<file path="src/rtl/dfase_pkg.sv">
// Package for the DFA state-equivalence block: field widths, default sizes,
// opcodes, register indexes, controller states and the command/status structs.
// No dependencies.
package dfase_pkg;

    // Default sizes of the stored automaton.
    localparam int MAX_STATES_DEF  = 16;
    localparam int MAX_SYMBOLS_DEF = 8;

    // Fixed widths of the channel fields.
    localparam int OPCODE_W  = 2;
    localparam int STATE_W   = 4;
    localparam int SYMBOL_W  = 3;
    localparam int CLASS_W   = 5;

    // Configuration port.
    localparam int NSTATES_W  = 5;
    localparam int NSYMBOLS_W = 4;
    localparam int CFG_IDX_W  = 1;
    localparam int CFG_DATA_W = 5;

    typedef enum logic [OPCODE_W-1:0] {
        OP_LOAD_TRANS  = 2'd0,
        OP_LOAD_ACCEPT = 2'd1,
        OP_RUN         = 2'd2
    } opcode_t;

    typedef enum logic [CFG_IDX_W-1:0] {
        REG_NUM_STATES  = 1'd0,
        REG_NUM_SYMBOLS = 1'd1
    } cfg_reg_t;

    typedef enum logic [3:0] {
        ST_IDLE,
        ST_INIT,
        ST_TR,
        ST_MR,
        ST_UPD,
        ST_CNT_RD,
        ST_CNT,
        ST_EM_RD,
        ST_EM_LD
    } ctrl_state_t;

    // Commands from the controller to the datapath.
    typedef struct packed {
        logic init_row;
        logic tr_rd;
        logic mx_rd;
        logic upd;
        logic clr_chg;
        logic row_rd;
        logic cnt_clr;
        logic cnt_inc;
        logic emit;
        logic emit_last;
    } dp_cmd_t;

    // Status from the datapath to the controller.
    typedef struct packed {
        logic changed;
        logic out_free;
    } dp_status_t;

endpackage

</file>
<file path="src/rtl/dfase_item_if.sv">
// Input channel interface: valid/ready handshake with the load and run payload.
// Depends on dfase_pkg.
interface dfase_item_if
    import dfase_pkg::*;
();
    logic                valid;
    logic                ready;
    logic [OPCODE_W-1:0] opcode;
    logic [STATE_W-1:0]  state_index;
    logic [SYMBOL_W-1:0] symbol_index;
    logic [STATE_W-1:0]  target_state;
    logic                accept_flag;

    modport source (
        output valid, opcode, state_index, symbol_index, target_state, accept_flag,
        input  ready
    );
    modport sink (
        input  valid, opcode, state_index, symbol_index, target_state, accept_flag,
        output ready
    );
endinterface

</file>
<file path="src/rtl/dfase_result_if.sv">
// Result channel interface: valid/ready handshake with one per-state result.
// Depends on dfase_pkg.
interface dfase_result_if
    import dfase_pkg::*;
();
    logic               valid;
    logic               ready;
    logic [STATE_W-1:0] state_id;
    logic [STATE_W-1:0] representative;
    logic               is_leader;
    logic [CLASS_W-1:0] class_count;
    logic               last;

    modport source (
        output valid, state_id, representative, is_leader, class_count, last,
        input  ready
    );
    modport sink (
        input  valid, state_id, representative, is_leader, class_count, last,
        output ready
    );
endinterface

</file>
<file path="src/rtl/dfase_ctrl.sv">
// Controller of the DFA state-equivalence block: configuration registers,
// loop counters and the sequencing state machine. Depends on dfase_pkg.
module dfase_ctrl
    import dfase_pkg::*;
#(
    parameter int MAX_STATES  = MAX_STATES_DEF,
    parameter int MAX_SYMBOLS = MAX_SYMBOLS_DEF,
    localparam int SW = $clog2(MAX_STATES),
    localparam int CW = (MAX_SYMBOLS > 1) ? $clog2(MAX_SYMBOLS) : 1,
    localparam int NW = $clog2(MAX_STATES + 1),
    localparam int MW = $clog2(MAX_SYMBOLS + 1)
) (
    input  logic                  clk,
    input  logic                  rst_n,
    input  logic                  cfg_we,
    input  logic [CFG_IDX_W-1:0]  cfg_index,
    input  logic [CFG_DATA_W-1:0] cfg_wdata,
    input  logic                  item_fire,
    input  logic [OPCODE_W-1:0]   item_opcode,
    output logic                  item_ready,
    output logic [NW-1:0]         n_used,
    output logic [SW-1:0]         i_idx,
    output logic [SW-1:0]         j_idx,
    output logic [CW-1:0]         c_idx,
    output dp_cmd_t               cmd,
    input  dp_status_t            status
);

    ctrl_state_t          state_reg, state_next;
    logic [NSTATES_W-1:0]  num_states_reg;
    logic [NSYMBOLS_W-1:0] num_symbols_reg;
    logic [SW-1:0]         i_reg, i_next;
    logic [SW-1:0]         j_reg, j_next;
    logic [CW-1:0]         c_reg, c_next;
    logic [MW-1:0]         m_used;
    logic                  last_i, last_j, last_c, pass_end;

    // Configuration registers; the user is to write them only while the block is idle, the block does not enforce it.
    always_ff @(posedge clk or negedge rst_n)
    begin
        if (!rst_n)
        begin
            num_states_reg  <= NSTATES_W'(1);
            num_symbols_reg <= NSYMBOLS_W'(1);
        end
        else if (cfg_we)
        begin
            unique case (cfg_index)
                REG_NUM_STATES:  num_states_reg  <= NSTATES_W'(cfg_wdata);
                REG_NUM_SYMBOLS: num_symbols_reg <= NSYMBOLS_W'(cfg_wdata);
                default: ;
            endcase
        end
    end

    // Counts in use: zero reads as one, anything above the maximum as the maximum.
    always_comb
    begin
        if (num_states_reg == '0)
            n_used = NW'(1);
        else if (32'(num_states_reg) > MAX_STATES)
            n_used = NW'(MAX_STATES);
        else
            n_used = NW'(num_states_reg);

        if (num_symbols_reg == '0)
            m_used = MW'(1);
        else if (32'(num_symbols_reg) > MAX_SYMBOLS)
            m_used = MW'(MAX_SYMBOLS);
        else
            m_used = MW'(num_symbols_reg);
    end

    assign last_i   = (32'(i_reg) + 32'd1 == 32'(n_used));
    assign last_j   = (32'(j_reg) + 32'd1 == 32'(n_used));
    assign last_c   = (32'(c_reg) + 32'd1 == 32'(m_used));
    assign pass_end = last_i && last_j && last_c;

    // Next state.
    always_comb
    begin
        state_next = state_reg;
        unique case (state_reg)
            ST_IDLE:
                if (item_fire && (item_opcode == OP_RUN))
                    state_next = ST_INIT;
            ST_INIT:
                if (last_i)
                    state_next = ST_TR;
            ST_TR:
                state_next = ST_MR;
            ST_MR:
                state_next = ST_UPD;
            ST_UPD:
                if (pass_end && !status.changed)
                    state_next = ST_CNT_RD;
                else
                    state_next = ST_TR;
            ST_CNT_RD:
                state_next = ST_CNT;
            ST_CNT:
                state_next = last_i ? ST_EM_RD : ST_CNT_RD;
            ST_EM_RD:
                state_next = ST_EM_LD;
            ST_EM_LD:
                if (status.out_free)
                    state_next = last_i ? ST_IDLE : ST_EM_RD;
            default:
                state_next = ST_IDLE;
        endcase
    end

    // Loop counters: symbol outermost, then row state, then column state.
    always_comb
    begin
        i_next = i_reg;
        j_next = j_reg;
        c_next = c_reg;
        unique case (state_reg)
            ST_IDLE:
            begin
                i_next = '0;
                j_next = '0;
                c_next = '0;
            end
            ST_INIT, ST_CNT:
                i_next = last_i ? '0 : i_reg + SW'(1);
            ST_UPD:
            begin
                if (last_j)
                begin
                    j_next = '0;
                    if (last_i)
                    begin
                        i_next = '0;
                        c_next = last_c ? '0 : c_reg + CW'(1);
                    end
                    else
                        i_next = i_reg + SW'(1);
                end
                else
                    j_next = j_reg + SW'(1);
            end
            ST_EM_LD:
                if (status.out_free)
                    i_next = last_i ? '0 : i_reg + SW'(1);
            default: ;
        endcase
    end

    // Commands to the datapath.
    always_comb
    begin
        cmd           = '0;
        item_ready    = 1'b0;
        cmd.emit_last = last_i;
        unique case (state_reg)
            ST_IDLE:   item_ready = 1'b1;
            ST_INIT:
            begin
                cmd.init_row = 1'b1;
                cmd.cnt_clr  = 1'b1;
                cmd.clr_chg  = last_i;
            end
            ST_TR:     cmd.tr_rd = 1'b1;
            ST_MR:     cmd.mx_rd = 1'b1;
            ST_UPD:
            begin
                cmd.upd     = 1'b1;
                cmd.clr_chg = pass_end;
            end
            ST_CNT_RD: cmd.row_rd = 1'b1;
            ST_CNT:    cmd.cnt_inc = 1'b1;
            ST_EM_RD:  cmd.row_rd = 1'b1;
            ST_EM_LD:  cmd.emit = status.out_free;
            default: ;
        endcase
    end

    // State and counter registers.
    always_ff @(posedge clk or negedge rst_n)
    begin
        if (!rst_n)
        begin
            state_reg <= ST_IDLE;
            i_reg     <= '0;
            j_reg     <= '0;
            c_reg     <= '0;
        end
        else
        begin
            state_reg <= state_next;
            i_reg     <= i_next;
            j_reg     <= j_next;
            c_reg     <= c_next;
        end
    end

    assign i_idx = i_reg;
    assign j_idx = j_reg;
    assign c_idx = c_reg;

endmodule

</file>
<file path="src/rtl/dfase_dp.sv">
// Datapath of the DFA state-equivalence block: transition memory, accepting
// flags, pair matrix memory, class counter and result register. Depends on dfase_pkg.
module dfase_dp
    import dfase_pkg::*;
#(
    parameter int MAX_STATES  = MAX_STATES_DEF,
    parameter int MAX_SYMBOLS = MAX_SYMBOLS_DEF,
    localparam int SW = $clog2(MAX_STATES),
    localparam int CW = (MAX_SYMBOLS > 1) ? $clog2(MAX_SYMBOLS) : 1,
    localparam int NW = $clog2(MAX_STATES + 1),
    localparam int TD = MAX_STATES * MAX_SYMBOLS,
    localparam int AW = $clog2(TD)
) (
    input  logic                clk,
    input  logic                rst_n,
    input  dp_cmd_t             cmd,
    output dp_status_t          status,
    input  logic                item_fire,
    input  logic [OPCODE_W-1:0] item_opcode,
    input  logic [STATE_W-1:0]  item_state_index,
    input  logic [SYMBOL_W-1:0] item_symbol_index,
    input  logic [STATE_W-1:0]  item_target_state,
    input  logic                item_accept_flag,
    input  logic [NW-1:0]       n_used,
    input  logic [SW-1:0]       i_idx,
    input  logic [SW-1:0]       j_idx,
    input  logic [CW-1:0]       c_idx,
    output logic                res_valid,
    input  logic                res_ready,
    output logic [STATE_W-1:0]  res_state_id,
    output logic [STATE_W-1:0]  res_representative,
    output logic                res_is_leader,
    output logic [CLASS_W-1:0]  res_class_count,
    output logic                res_last
);

    logic [STATE_W-1:0]    tr_mem [TD];
    logic [STATE_W-1:0]    ti_reg, tj_reg;
    logic [MAX_STATES-1:0] acc_reg;
    logic [MAX_STATES-1:0] mx_mem [MAX_STATES];
    logic [MAX_STATES-1:0] row_a_reg, row_b_reg;
    logic [MAX_STATES-1:0] used_mask, lower_mask, init_row;
    logic [MAX_STATES-1:0] mx_wdata;
    logic                  mx_we;
    logic                  st_ok, sym_ok, tr_we, acc_we;
    logic [AW-1:0]         tr_waddr, tr_raddr_i, tr_raddr_j;
    logic                  succ_ok, succ_marked, mark_now, leader;
    logic [SW-1:0]         rep;
    logic                  chg_reg;
    logic [NW-1:0]         cnt_reg;
    logic                  valid_reg;

    // Loads outside the stored automaton are dropped.
    assign st_ok    = (32'(item_state_index) < MAX_STATES);
    assign sym_ok   = (32'(item_symbol_index) < MAX_SYMBOLS);
    assign tr_we    = item_fire && (item_opcode == OP_LOAD_TRANS) && st_ok && sym_ok;
    assign acc_we   = item_fire && (item_opcode == OP_LOAD_ACCEPT) && st_ok;
    assign tr_waddr = AW'(32'(item_state_index) * MAX_SYMBOLS + 32'(item_symbol_index));
    assign tr_raddr_i = AW'(32'(i_idx) * MAX_SYMBOLS + 32'(c_idx));
    assign tr_raddr_j = AW'(32'(j_idx) * MAX_SYMBOLS + 32'(c_idx));

    // Transition memory: one write port, two registered read ports.
    always_ff @(posedge clk)
    begin
        if (tr_we)
            tr_mem[tr_waddr] <= item_target_state;
        if (cmd.tr_rd)
        begin
            ti_reg <= tr_mem[tr_raddr_i];
            tj_reg <= tr_mem[tr_raddr_j];
        end
    end

    // Accepting flags.
    always_ff @(posedge clk)
    begin
        if (acc_we)
            acc_reg[SW'(item_state_index)] <= item_accept_flag;
    end

    // Masks of the used states and of the states below the current row.
    always_comb
    begin
        for (int k = 0; k < MAX_STATES; k++)
        begin
            used_mask[k]  = (k < 32'(n_used));
            lower_mask[k] = (k < 32'(i_idx));
        end
    end

    // Initial row: mark every used state whose acceptance differs from row i.
    assign init_row = (acc_reg[i_idx] ? ~acc_reg : acc_reg) & used_mask;

    // Successor pair test: a successor outside the used states reads unmarked.
    assign succ_ok     = (32'(ti_reg) < 32'(n_used)) && (32'(tj_reg) < 32'(n_used));
    assign succ_marked = succ_ok && row_a_reg[SW'(tj_reg)];
    assign mark_now    = succ_marked && !row_b_reg[j_idx];

    assign mx_we    = cmd.init_row || (cmd.upd && mark_now);
    assign mx_wdata = cmd.init_row ? init_row
                                   : (row_b_reg | (MAX_STATES'(1) << j_idx));

    // Pair matrix memory: row i written, rows of the successor and of i read.
    always_ff @(posedge clk)
    begin
        if (mx_we)
            mx_mem[i_idx] <= mx_wdata;
        if (cmd.mx_rd)
            row_a_reg <= mx_mem[SW'(ti_reg)];
        if (cmd.mx_rd || cmd.row_rd)
            row_b_reg <= mx_mem[i_idx];
    end

    // Pass change flag.
    always_ff @(posedge clk or negedge rst_n)
    begin
        if (!rst_n)
            chg_reg <= 1'b0;
        else if (cmd.clr_chg)
            chg_reg <= 1'b0;
        else if (cmd.upd && mark_now)
            chg_reg <= 1'b1;
    end

    // Smallest lower state not told apart from state i; i itself if none.
    always_comb
    begin
        rep = i_idx;
        for (int k = MAX_STATES - 1; k >= 0; k--)
        begin
            if (lower_mask[k] && !row_b_reg[k])
                rep = SW'(k);
        end
    end

    assign leader = ((~row_b_reg & lower_mask) == '0);

    // Class counter.
    always_ff @(posedge clk)
    begin
        if (cmd.cnt_clr)
            cnt_reg <= '0;
        else if (cmd.cnt_inc && leader)
            cnt_reg <= cnt_reg + NW'(1);
    end

    // Result register.
    always_ff @(posedge clk or negedge rst_n)
    begin
        if (!rst_n)
            valid_reg <= 1'b0;
        else if (cmd.emit)
            valid_reg <= 1'b1;
        else if (res_ready)
            valid_reg <= 1'b0;
    end

    always_ff @(posedge clk)
    begin
        if (cmd.emit)
        begin
            res_state_id       <= STATE_W'(i_idx);
            res_representative <= STATE_W'(rep);
            res_is_leader      <= leader;
            res_class_count    <= CLASS_W'(cnt_reg);
            res_last           <= cmd.emit_last;
        end
    end

    assign res_valid       = valid_reg;
    assign status.out_free = !valid_reg || res_ready;
    assign status.changed  = chg_reg || mark_now;

endmodule

</file>
<file path="src/rtl/dfa_state_equivalence.sv">
// Top level of the DFA state-equivalence block (table-filling minimisation).
// Depends on dfase_pkg, dfase_item_if, dfase_result_if, dfase_ctrl and dfase_dp.
//
// Usage: the item channel carries load and run transactions. A transition or
// accepting-flag load is accepted in every cycle while the block is idle and
// produces no result. A run transaction is accepted and the item channel then
// holds ready low until the last result of that run sits in the result register.
// A run first builds the initial pair marks, then makes passes over every state
// pair for each of the m symbols (transition read, matrix row read, update)
// until a pass marks nothing: at most n passes when every transition stays
// inside the used states, and never more than n*(n-1)+1; then it counts the
// classes and delivers the n results, in ascending state order, the last one
// flagged. n and m are the configured state and symbol counts after clamping.
// When the receiver stalls, the result register holds and the sequencer waits;
// the block returns to idle, ready for loads, while its last result waits.
// Reset returns the sequencer to idle, empties the result register and sets
// both counts to one; the stored automaton is undefined until loaded.
module dfa_state_equivalence
    import dfase_pkg::*;
#(
    parameter int MAX_STATES  = MAX_STATES_DEF,
    parameter int MAX_SYMBOLS = MAX_SYMBOLS_DEF
) (
    input  logic                  clk,
    input  logic                  rst_n,
    input  logic                  cfg_we,
    input  logic [CFG_IDX_W-1:0]  cfg_index,
    input  logic [CFG_DATA_W-1:0] cfg_wdata,
    dfase_item_if.sink            item,
    dfase_result_if.source        result
);

    localparam int SW = $clog2(MAX_STATES);
    localparam int CW = (MAX_SYMBOLS > 1) ? $clog2(MAX_SYMBOLS) : 1;
    localparam int NW = $clog2(MAX_STATES + 1);

    dp_cmd_t       cmd;
    dp_status_t    status;
    logic          item_ready;
    logic          item_fire;
    logic [NW-1:0] n_used;
    logic [SW-1:0] i_idx, j_idx;
    logic [CW-1:0] c_idx;

    // Input handshake.
    assign item.ready = item_ready;
    assign item_fire  = item.valid && item_ready;

    dfase_ctrl #(
        .MAX_STATES  (MAX_STATES),
        .MAX_SYMBOLS (MAX_SYMBOLS)
    ) u_ctrl (
        .clk         (clk),
        .rst_n       (rst_n),
        .cfg_we      (cfg_we),
        .cfg_index   (cfg_index),
        .cfg_wdata   (cfg_wdata),
        .item_fire   (item_fire),
        .item_opcode (item.opcode),
        .item_ready  (item_ready),
        .n_used      (n_used),
        .i_idx       (i_idx),
        .j_idx       (j_idx),
        .c_idx       (c_idx),
        .cmd         (cmd),
        .status      (status)
    );

    dfase_dp #(
        .MAX_STATES  (MAX_STATES),
        .MAX_SYMBOLS (MAX_SYMBOLS)
    ) u_dp (
        .clk                (clk),
        .rst_n              (rst_n),
        .cmd                (cmd),
        .status             (status),
        .item_fire          (item_fire),
        .item_opcode        (item.opcode),
        .item_state_index   (item.state_index),
        .item_symbol_index  (item.symbol_index),
        .item_target_state  (item.target_state),
        .item_accept_flag   (item.accept_flag),
        .n_used             (n_used),
        .i_idx              (i_idx),
        .j_idx              (j_idx),
        .c_idx              (c_idx),
        .res_valid          (result.valid),
        .res_ready          (result.ready),
        .res_state_id       (result.state_id),
        .res_representative (result.representative),
        .res_is_leader      (result.is_leader),
        .res_class_count    (result.class_count),
        .res_last           (result.last)
    );

endmodule

</file>
<file path="src/flat_wrapper.sv">
// flat-port wrapper written by rule: the top's interface ports become plain ports
module dfa_state_equivalence_flat import dfase_pkg::*;
#(
    parameter int MAX_STATES  = MAX_STATES_DEF,
    parameter int MAX_SYMBOLS = MAX_SYMBOLS_DEF
)
  (clk, rst_n, cfg_we, cfg_index, cfg_wdata, item_valid, item_opcode, item_state_index, item_symbol_index, item_target_state, item_accept_flag, item_ready, result_valid, result_state_id, result_representative, result_is_leader, result_class_count, result_last, result_ready);
  dfase_item_if item_i ();
  dfase_result_if result_i ();
  input  logic clk;
  input  logic rst_n;
  input  logic cfg_we;
  input  logic [CFG_IDX_W-1:0] cfg_index;
  input  logic [CFG_DATA_W-1:0] cfg_wdata;
  input wire logic [$bits(item_i.valid)-1:0] item_valid;
  input wire logic [$bits(item_i.opcode)-1:0] item_opcode;
  input wire logic [$bits(item_i.state_index)-1:0] item_state_index;
  input wire logic [$bits(item_i.symbol_index)-1:0] item_symbol_index;
  input wire logic [$bits(item_i.target_state)-1:0] item_target_state;
  input wire logic [$bits(item_i.accept_flag)-1:0] item_accept_flag;
  output wire logic [$bits(item_i.ready)-1:0] item_ready;
  output wire logic [$bits(result_i.valid)-1:0] result_valid;
  output wire logic [$bits(result_i.state_id)-1:0] result_state_id;
  output wire logic [$bits(result_i.representative)-1:0] result_representative;
  output wire logic [$bits(result_i.is_leader)-1:0] result_is_leader;
  output wire logic [$bits(result_i.class_count)-1:0] result_class_count;
  output wire logic [$bits(result_i.last)-1:0] result_last;
  input wire logic [$bits(result_i.ready)-1:0] result_ready;
  assign item_i.valid = item_valid;
  assign item_i.opcode = item_opcode;
  assign item_i.state_index = item_state_index;
  assign item_i.symbol_index = item_symbol_index;
  assign item_i.target_state = item_target_state;
  assign item_i.accept_flag = item_accept_flag;
  assign item_ready = item_i.ready;
  assign result_valid = result_i.valid;
  assign result_state_id = result_i.state_id;
  assign result_representative = result_i.representative;
  assign result_is_leader = result_i.is_leader;
  assign result_class_count = result_i.class_count;
  assign result_last = result_i.last;
  assign result_i.ready = result_ready;
  dfa_state_equivalence #(.MAX_STATES(MAX_STATES), .MAX_SYMBOLS(MAX_SYMBOLS)) u_core (.clk(clk), .rst_n(rst_n), .cfg_we(cfg_we), .cfg_index(cfg_index), .cfg_wdata(cfg_wdata), .item(item_i), .result(result_i));
endmodule
</file>
<file path="config.mk">
export PLATFORM = sky130hd
export DESIGN_NAME = dfa_state_equivalence_flat
export DESIGN_NICKNAME = d
export VERILOG_FILES = /design/src/rtl/dfase_pkg.sv /design/src/rtl/dfase_item_if.sv /design/src/rtl/dfase_result_if.sv /design/src/rtl/dfase_ctrl.sv /design/src/rtl/dfase_dp.sv /design/src/rtl/dfa_state_equivalence.sv /design/src/flat_wrapper.sv
export SDC_FILE = /design/constraint.sdc
export NUM_CORES = 1
export LEC_CHECK = 0
export BUFFER_PORTS_ARGS = -buffer_cell sky130_fd_sc_hd__buf_4
export CELL_PAD_IN_SITES_DETAIL_PLACEMENT = 0
export CELL_PAD_IN_SITES_GLOBAL_PLACEMENT = 1
export CORE_UTILIZATION = 40
export DETAILED_ROUTE_END_ITERATION = 8
export GPL_ROUTABILITY_DRIVEN = 0
export HOLD_SLACK_MARGIN = 0.02
export PLACE_DENSITY_LB_ADDON = 0.1
export SLEW_MARGIN = 30
export SYNTH_ARGS = -nofsm -noshare
export SYNTH_HDL_FRONTEND = slang
export SYNTH_SLANG_ARGS = --single-unit
</file>
<file path="constraint.sdc">
create_clock -name clk -period 6.4 [get_ports clk]
set_input_delay 1.28 -clock clk [delete_from_list [all_inputs] [get_ports clk]]
set_output_delay 1.28 -clock clk [all_outputs]
set_load 0.05 [all_outputs]
</file>
==> impl_metrics.toml <==
[status]
status = "complete, no violations"

[setup_path]
cp_max_fo = 29
r2r_slack_ns = 2.25
r2r.worst_path.cells = 6
cp-start-kind = "register"
cp_slowest_stage_delay_ns = 0.83
cp-end-kind = "register"
cp_common_cell = "mux4_1"
cp_cell_sequence = "buf_4 -> mux4_1 -> mux4_1 -> mux2i_1 -> o22ai_1 -> or4_1"
cp_data_required_time_ns = 6.78
arrival_ns = 4.53
crit_slowest_cell = "dfrtp_4"
worstReg2RegStart = "u_core.u_ctrl.c_idx[0]"
crit_start = "u_core.u_ctrl.c_idx[0]"
endpoint = "u_core.u_dp.ti_reg[2]"
critical_path_class = "register to register"
r2r-end = "u_core.u_dp.ti_reg[2]"

[clock_tree]
numCtsBuffers = 94
cts_hold_buf = 0
cts_tree = "yes"
clk_latency_ns = 0.69
h-tree-depth = 3
path_clk_slew_ns = 0.06
clk_root_buffer_cell = "clkbuf_16"
post_cts_buffers = 0
cts_sinks = 870
clockBufferDepth = 3
cts_resized = 0

[layout]
fin_cells = 3549
top_register = "u_core.u_dp.tr_mem"
drive_gt1_share_pct = 26.4
nets = 2245
largest_registers = "u_core.u_dp.tr_mem: 512 flops, u_core.u_dp.mx_mem: 256 flops"
area_growth_pct = 13.4
largest_reg_flops = 512

[detailed_routing]
drc = 0
vias = 21000
drtIter0Drc = 2270
postRouteAntennaNets = 0
via_per_inst = 5.93
drt-total-wl_um = 110000
drt-pass1-iter-count = 6
post_drt_wl_per_cell_um = 31.1

[synthesis]
yosysSeqAreaShare_pct = 67.4
synth_commonest_cells = "839 x edfxtp_1, 299 x mux4_2, 214 x nor2_1"
syn_area_mm2 = 0.0385
synthArstFlopShare_pct = 2.99
yosys.area.top_type = "edfxtp_1"
synth_flop_cell = "edfxtp_1"
syn_inst = 2152
ys_top_cells_by_area = "edfxtp_1 65%, mux4_2 17%, nor2_1 2.1%"
synth_top_area_share_pct = 65.5
avgSynthCellArea_um2 = 17.9
synthDistinctLibCells = 79
synth_warnings = 0
synth.most_common_cell = "edfxtp_1"
synth-edff-count = 839
synth-seq-cells = 870
syn_nets = 2195

[worst_hold_path]
worstHoldPathType = "register to register"

[power_and_ir_drop]
power_density_mw_per_mm2 = 380
vdd_drop_max_mv = 0.324
p_leak_nw = 13.4

[timing]
setup_viol = 0
hold_viol = 0
slew_violations = 0
maxSlewHeadroom_pct = 30.1
rsz0062_at_grt = "no"
fin_worst_skew_ns = 0.0329
finalCritPeriodShare_pct = 64.9
worst_pin_slew_ns = 1.04
timing.fmax_ghz = 0.241
post-route-min-period_ns = 4.15
setup_tns_ns = 0

[global_routing]
grt_pass1_wl_um = 159000
grt.overflow.total = 0
gr-usage-all-layers_pct = 22.9
first_global_vias = 21700
antenna_found_initial = 2
grt_max_degree = 91

[placement]
portBuffers = 41
place_hpwl_um = 74100
placedCellCount = 3371

[die]
die-area_mm2 = 0.0975
start_util_pct = 40.4
coreArea_mm2 = 0.0952
die_h_um = 312
die_x_um = 312
io_pins = 42
std_cell_rows = 113

[flow_run]
drv_cap = 0
[through the flow]
step | total power [mW] | cell area [um2] | hold slack, ns | utilization [%] | worst slack [ns]
finish | 16.6 | 43600 | 0.459 | 45.9 | 2.25
CTS | 16.7 | 43600 | 0.459 | 45.8 | 1.91
floorplan | 9.43 | 38500 | 0.423 | - | 2.93
detailed placement | 11.0 | 40400 | 0.444 | 42.4 | 1.89
global placement | 11.0 | 40300 | 0.444 | 42.3 | 2.01
global route | 17.1 | 43600 | 0.469 | 45.9 | 2.05
[report_power, final]
group          leakage, nW  internal, mW  switching, mW
Combinational         3.92          1.29           2.30
Clock                 1.56          3.37           2.30
Sequential            7.95          7.02          0.297
Total                 13.4          11.7           4.90
[critical path: cells and delay by family (launching register included)]
family / cells / cell delay [ns]
AO/OA/AOI/OAI: 1 / 0.20
AND/OR/NAND/NOR: 1 / 0.74
buffers and inverters: 1 / 0.55
multiplexers: 3 / 1.44
flip-flops: 1 / 0.83
[layer usage]
metal / routed length, um / GRT usage (%)
met5: 0 / 0
met1: 47100 / 31.7
met2: 52800 / 36.7
met3: 7370 / 5.00
met4: 3100 / 6.29
[worst min-delay path by stage]
stage	from	end	slack (ns)	cells past startpoint
CTS	u_core.u_dp.cnt_reg[4]	u_core.u_dp.res_class_count[4]	0.46	0
detailed placement	u_core.u_dp.cnt_reg[4]	u_core.u_dp.res_class_count[4]	0.44	0
global placement	u_core.u_dp.cnt_reg[4]	u_core.u_dp.res_class_count[4]	0.44	0
finish	u_core.u_dp.cnt_reg[4]	u_core.u_dp.res_class_count[4]	0.46	0
floorplan	u_core.u_ctrl.i_idx[2]	u_core.u_dp.res_state_id[2]	0.42	0
global route	u_core.u_dp.cnt_reg[4]	u_core.u_dp.res_class_count[4]	0.47	0
[cell families (layout without fill, tap and decap cells)]
group,after synthesis,after routing,share of synthesized area (%)
and+or+nand+nor,441,441,5.17
xor gates and xnor gates,29,29,0.660
AOI/OAI and AO/OA,239,239,4.14
buffers and inverters,164,294,1.82
other,0,2,0
adders and majority gates,18,18,0.585
DFF,870,870,67.4
muxes,391,391,20.2
[placed cells by master, fill, tap and decap left out, drive strengths merged, types with 39 or more instances in the layout]
master  netlist  routed
a21oi        55      55
buf          65      98
clkbuf       79     107
clkinv        2      51
edfxtp      839     839
mux2i        66      66
mux4        305     305
nand2        95      95
nor2        215     215
o21ai        39      39
[layout make-up]
cell class	count	area, um2
Antenna cell	2	5.00
Clock buffer	107	2420
Clock inverter	69	793
Fill cell	8076	51500
Inverter	20	75.1
Multi-Input combinational cell	1118	12000
Sequential cell	870	26000
Tap cell	1265	1580
Timing Repair Buffer	98	792
Note: power is estimated with default switching activity, not from simulation.
